**src/hdl/three_level_priority_queue_macros.svh**
```systemverilog
// Assertion macros for the priority queue RTL.
// No dependencies; included by three_level_priority_queue.
`ifndef THREE_LEVEL_PRIORITY_QUEUE_MACROS_SVH
`define THREE_LEVEL_PRIORITY_QUEUE_MACROS_SVH
`ifndef SYNTHESIS
// Check prop on every rising clock edge, ignored while rst is high.
`define TLPQ_ASSERT(label, clk, rst, prop) \
   label: assert property (@(posedge clk) disable iff (rst) (prop)) \
      else $error("%m: assertion failed");
// Check prop on every rising clock edge, reset included.
`define TLPQ_ASSERT_ALWAYS(label, clk, prop) \
   label: assert property (@(posedge clk) (prop)) \
      else $error("%m: assertion failed");
`else
`define TLPQ_ASSERT(label, clk, rst, prop)
`define TLPQ_ASSERT_ALWAYS(label, clk, prop)
`endif
`endif

```
**src/hdl/tlpq_pkg.sv**
```systemverilog
// Types and constants of the three-level priority queue.
// No dependencies; imported by tlpq_cell and three_level_priority_queue.
`timescale 1ns / 1ps
package tlpq_pkg;

   localparam int TAG_W = 16;
   localparam int PRI_W = 2;
   localparam int OCC_W = 8;

   localparam logic [PRI_W-1:0] PRI_GENERAL = 2'd2;

   typedef enum logic [1:0] {
      ST_DONE  = 2'd0,
      ST_FULL  = 2'd1,
      ST_EMPTY = 2'd2
   } tlpq_status_type;

   typedef enum logic {
      REQ_ENQUEUE = 1'b0,
      REQ_DEQUEUE = 1'b1
   } tlpq_kind_type;

   typedef struct packed {
      logic [TAG_W-1:0] tag;
      logic [PRI_W-1:0] pri;
   } tlpq_entry_type;

   // What one cell shows its neighbors.
   typedef struct packed {
      tlpq_entry_type entry;
      logic           greater;   // occupied and less urgent than the new entry
   } tlpq_link_type;

   // Command broadcast to every cell.
   typedef struct packed {
      logic           enq;
      logic           deq;
      tlpq_entry_type new_entry;
   } tlpq_cmd_type;

   localparam tlpq_link_type LINK_NONE = '0;

endpackage

```
**src/hdl/tlpq_cell.sv**
```systemverilog
// One slot of the sorted shift chain: holds an entry, compares it with the
// entry being inserted and shifts to/from its neighbors. Depends on tlpq_pkg.
`timescale 1ns / 1ps
module tlpq_cell
   import tlpq_pkg::*;
#(
   parameter int CNT_W = 8,
   parameter int INDEX = 0
) (
   input  logic             clock,
   input  logic [CNT_W-1:0] count,
   input  tlpq_cmd_type     cmd,
   input  tlpq_link_type    left,
   input  tlpq_link_type    right,
   output tlpq_link_type    link
);

   tlpq_entry_type entry_ff;
   tlpq_entry_type entry_in;
   logic           occupied;
   logic           tail;
   logic           greater;

   assign occupied = count > CNT_W'(INDEX);
   assign tail     = count == CNT_W'(INDEX);
   assign greater  = occupied && (entry_ff.pri > cmd.new_entry.pri);

   always_comb begin
      entry_in = entry_ff;
      if (cmd.enq) begin
         // left neighbor moving back takes priority, then the insert point
         if (left.greater) begin
            entry_in = left.entry;
         end else if (greater || tail) begin
            entry_in = cmd.new_entry;
         end
      end else if (cmd.deq) begin
         entry_in = right.entry;
      end
   end

   always_ff @(posedge clock) begin
      entry_ff <= entry_in;
   end

   assign link.entry   = entry_ff;
   assign link.greater = greater;

endmodule

```
**config.mk**
```make
export PLATFORM = sky130hd
export DESIGN_NAME = tlpq_cell
export DESIGN_NICKNAME = d
export VERILOG_FILES = /design/src/hdl/three_level_priority_queue_macros.svh /design/src/hdl/tlpq_pkg.sv /design/src/hdl/tlpq_cell.sv
export SDC_FILE = /design/constraint.sdc
export NUM_CORES = 1
export LEC_CHECK = 0
export ABC_AREA = 0
export BUFFER_PORTS_ARGS = -buffer_cell sky130_fd_sc_hd__buf_2
export CORE_UTILIZATION = 41
export DETAILED_ROUTE_END_ITERATION = 10
export PLACE_DENSITY_LB_ADDON = 0.25
export SYNTH_ARGS = -nofsm -noshare
export SYNTH_HDL_FRONTEND = slang
export SYNTH_SLANG_ARGS = --single-unit
```
**constraint.sdc**
```tcl
create_clock -name clock -period 6.9 [get_ports clock]
set_input_delay 1.035 -clock clock [delete_from_list [all_inputs] [get_ports clock]]
set_output_delay 1.035 -clock clock [all_outputs]
set_load 0.005 [all_outputs]
```
==> out/results.env <==
STATUS='finished, final reports clean'
POWER_PER_CELL_AREA_mW_PER_MM2=174
CORE_REGION_AREA_MM2=0.00230
FIRST_GLOBAL_VIAS=883
PLACE_CONGESTION=0.671
GR-USAGE-ALL-LAYERS=0.187
GRT_OVERFLOW_TOTAL=0
NUMBER_OF_ANTENNA_VIOLATIONS_AT_THE_FIRST_CHECK_IN_GLOBAL_ROUTING=0
POST-ROUTE-PERIOD-UTIL=0.447
DRIVE_GT1_FRAC=0.520
DETAIL_ROUTE.FIRST_PASS.ITERATIONS=4
WORSTSETUPSTARTPOINTTYPE='primary input'
CTS_HOLD_FIX_BUFS=0
MAXIMUM_NUMBER_OF_PINS_ON_ONE_NET_BEFORE_GLOBAL_ROUTE_REPAIR=39
NUMBER_OF_SINKS_ON_THE_CLOCK_NET=18
TIMING.CLOCK.SKEW_NS=0.00452
IRDROPWORSTVDD_uV=110
DRTANTENNAVIOLNETS=0
NUMBER_OF_WARNINGS_PRINTED_DURING_YOSYS_SYNTHESIS=0
WORSTSETUPENDPOINTTYPE='output port'
YOSYS.AREA.TOP_TYPE_SHARE=0.526
YS_TOP_CELLS_BY_COUNT='20 x sky130_fd_sc_hd__a21oi_1, 19 x sky130_fd_sc_hd__nor2_1, 18 x sky130_fd_sc_hd__edfxtp_1, 18 x sky130_fd_sc_hd__mux2i_1, 3 x sky130_fd_sc_hd__buf_2'
POWER.SWITCHING_FRACTION=0.256
SEQ_POWER_SHARE=0.545
DIE_WIDTH_UM=52.1
AVERAGE_SIZE_OF_A_MAPPED_CELL_UM2=11.2
PLACE_WORST_SETUP_SLACK_NS=3.84
POWER.STATIC_LEAKAGE_nW=0.728
SHARE_COMB_OF_TOTAL_POWER=0.247
SYNTH_TOP_CELL_BY_AREA='sky130_fd_sc_hd__edfxtp_1'
SYNTH_SEQ_AREA_SHARE=0.526
LAYOUT-AREA-OVERHEAD-VS-SYNTH_PCT=41.8
TIGHTESTPINTRANSITION_NS=1.07
BUFFER_DEPTH_OF_THE_LONGEST_CLOCK_PATH=2
INSERTEDDIODECOUNT=0
CTS_SETUP_BUFFERS=0
SYNTHESIS.AREA_MM2=0.00103
CRIT_REQUIRED_NS=5.86
NETLIST_TOP_CELLS_AREA='sky130_fd_sc_hd__edfxtp_1 53%, sky130_fd_sc_hd__mux2i_1 18%, sky130_fd_sc_hd__a21oi_1 9.7%'
SYNTH_CELLS=92
CP.ARRIVAL_NS=2.05
LAYOUT_MIN_CYCLE_TIME_NS=3.08
POST_SYNTH_EDFFS=18
INSERTED_CLOCK_BUFFERS=3
SYNTHFLOPTYPE='sky130_fd_sc_hd__edfxtp_1'
ROOT_BUFFER='sky130_fd_sc_hd__clkbuf_4'
DRTITER0DRC=10
CLK_TRANSITION_REPORTED_PATHS_NS=0.10
UNREPAIRED_SETUP_ENDPOINTS_AFTER_GLOBAL_ROUTING='false'
CTS_HTREE_LEVELS=1
LIBRARY_CELL_WITH_THE_HIGHEST_INSTANCE_COUNT_AFTER_SYNTHESIS='sky130_fd_sc_hd__a21oi_1'
DIE-AREA_MM2=0.00271
POST-ROUTE-DRC-COUNT=0
WORST_HOLD_PATH_TYPE='primary input to flip-flop'
SYNTH.LIB_CELLS_USED.DISTINCT=16
FINAL-MAX-SLEW-VIOLATION-COUNT=0
TNS_NS=0
NUMPORTBUFFERS=84
TIMING.FINAL.HOLD_VIOLATIONS=0
NNETSFINAL=243
LARGEST_REG_FLOPS=18
DESIGN_INTERNAL_POWER_W=0.000189
CLK-INSERTION-DELAY-LATE_NS=0.29
ROUTED_VIA_DENSITY=4.80
WIRE_LENGTH_OF_THE_FIRST_GLOBAL_ROUTING_PASS_MM=3.52
INITIAL_UTILIZATION=0.448
CAP_VIOLATIONS=0
FLOORPLAN.ROWS=17
HEIGHT_OF_THE_CHIP_UM=52.1
NUM_IO_PINS=86
ROUTE.VIAS.TOTAL=964
FIN_WS_NS=3.82
CRIT_FANOUT=2
WL_MM=2.40
SETUP_VIOL_COUNT_FINAL=0
TRITONCTS_CLOCK_TREE='yes'
CLKPWRFRAC=0.208
CRITICALPATHCATEGORY='primary input to output port'
SYNTH_NETS=161
SYNTH-SEQ-CELLS=18
MAX-SLEW-MARGIN-REL=0.282
POST_CTS.RESIZED_INSTANCES=0
POWER.SWITCHING_W=0.0000650
MAXCLOCKFREQUENCY_MHz=324
YS_ASYNC_SR_FRACTION=0
WL_PER_CELL_UM=11.9
-- stage by stage --
| step | utilization | total power [W] | hold slack [ns] | instances | cell area, um2 |
|---|---|---|---|---|---|
| after floorplan | - | 0.000172 | 1.26 | 92 | 1030 |
| after global routing | 0.635 | 0.000271 | 1.04 | 201 | 1460 |
| after detailed placement | 0.624 | 0.000204 | 1.29 | 197 | 1430 |
| after CTS | 0.635 | 0.000257 | 1.05 | 201 | 1460 |
| after global placement | 0.624 | 0.000201 | 1.30 | 197 | 1430 |
| final | 0.635 | 0.000254 | 1.06 | 201 | 1460 |
-- final timing paths --
| check | from | cells after the start | to | slack (ns) |
|---|---|---|---|---|
| hold / removal | right[13] | 3 | link[13] | 1.06 |
| setup reg to reg | link[2] | 4 | link[14] | 4.68 |
| hold reg to reg | link[2] | 4 | link[1] | 1.31 |
| setup / recovery | cmd[1] | 7 | link[0] | 3.82 |
-- logic make-up (layout without fill, tap and decap cells) --
kind of cell,count (synthesis),after routing,share of synthesized area
fa+ha+maj,2,2,0.0243
mux,18,18,0.175
flops,18,18,0.526
compound gates,22,22,0.108
buf+inv,9,90,0.0633
simple gates,23,23,0.103
-- routing by layer --
metal,part of all wire,vias up,GRT usage
li1,-,498,-
met1,0.36,413,0.175
met2,0.55,51,0.374
met3,0.078,2,0.0497
met4,0.0071,0,0.0676
met5,0,-,0
-- critical path, stage by stage --
cell	delay, ns
sky130_fd_sc_hd__buf_2	0.09
sky130_fd_sc_hd__inv_1	0.04
sky130_fd_sc_hd__ha_1	0.29
sky130_fd_sc_hd__nor2b_1	0.13
sky130_fd_sc_hd__o21ai_0	0.27
sky130_fd_sc_hd__a21oi_1	0.07
sky130_fd_sc_hd__buf_2	0.13
-- area by class of cell --
| cell class | count | area (um2) |
|---|---|---|
| Fill cell | 216 | 838 |
| Sequential cell | 18 | 541 |
| Timing Repair Buffer | 84 | 420 |
| Tap cell | 28 | 35.0 |
| Clock inverter | 1 | 3.75 |
| Inverter | 2 | 7.51 |
| Clock buffer | 3 | 22.5 |
| Multi-Input combinational cell | 65 | 429 |
-- placed cells by master (no fill, tap or decap) --
cell and count:
sky130_fd_sc_hd__edfxtp_1 18, sky130_fd_sc_hd__a31oi_2 1, sky130_fd_sc_hd__o21ai_0 1, sky130_fd_sc_hd__nor2b_1 1
sky130_fd_sc_hd__ha_1 2, sky130_fd_sc_hd__nor4_2 2, sky130_fd_sc_hd__nand2_1 1, sky130_fd_sc_hd__a21oi_1 20
sky130_fd_sc_hd__buf_2 84, sky130_fd_sc_hd__mux2i_1 18, sky130_fd_sc_hd__clkbuf_4 3, sky130_fd_sc_hd__clkinv_1 1
sky130_fd_sc_hd__nor2_1 19, sky130_fd_sc_hd__inv_1 2
-- power groups by stage --
stage / logic (W) / clock network [W] / registers [W]
after global placement: 0.0000607 / 0 / 0.000140
after CTS: 0.0000635 / 0.0000554 / 0.000139
after detailed placement: 0.0000633 / 0 / 0.000141
after global routing: 0.0000702 / 0.0000612 / 0.000140
final: 0.0000628 / 0.0000528 / 0.000138
after floorplan: 0.0000293 / 0 / 0.000143
No activity file was read; power rests on OpenSTA's default activity.
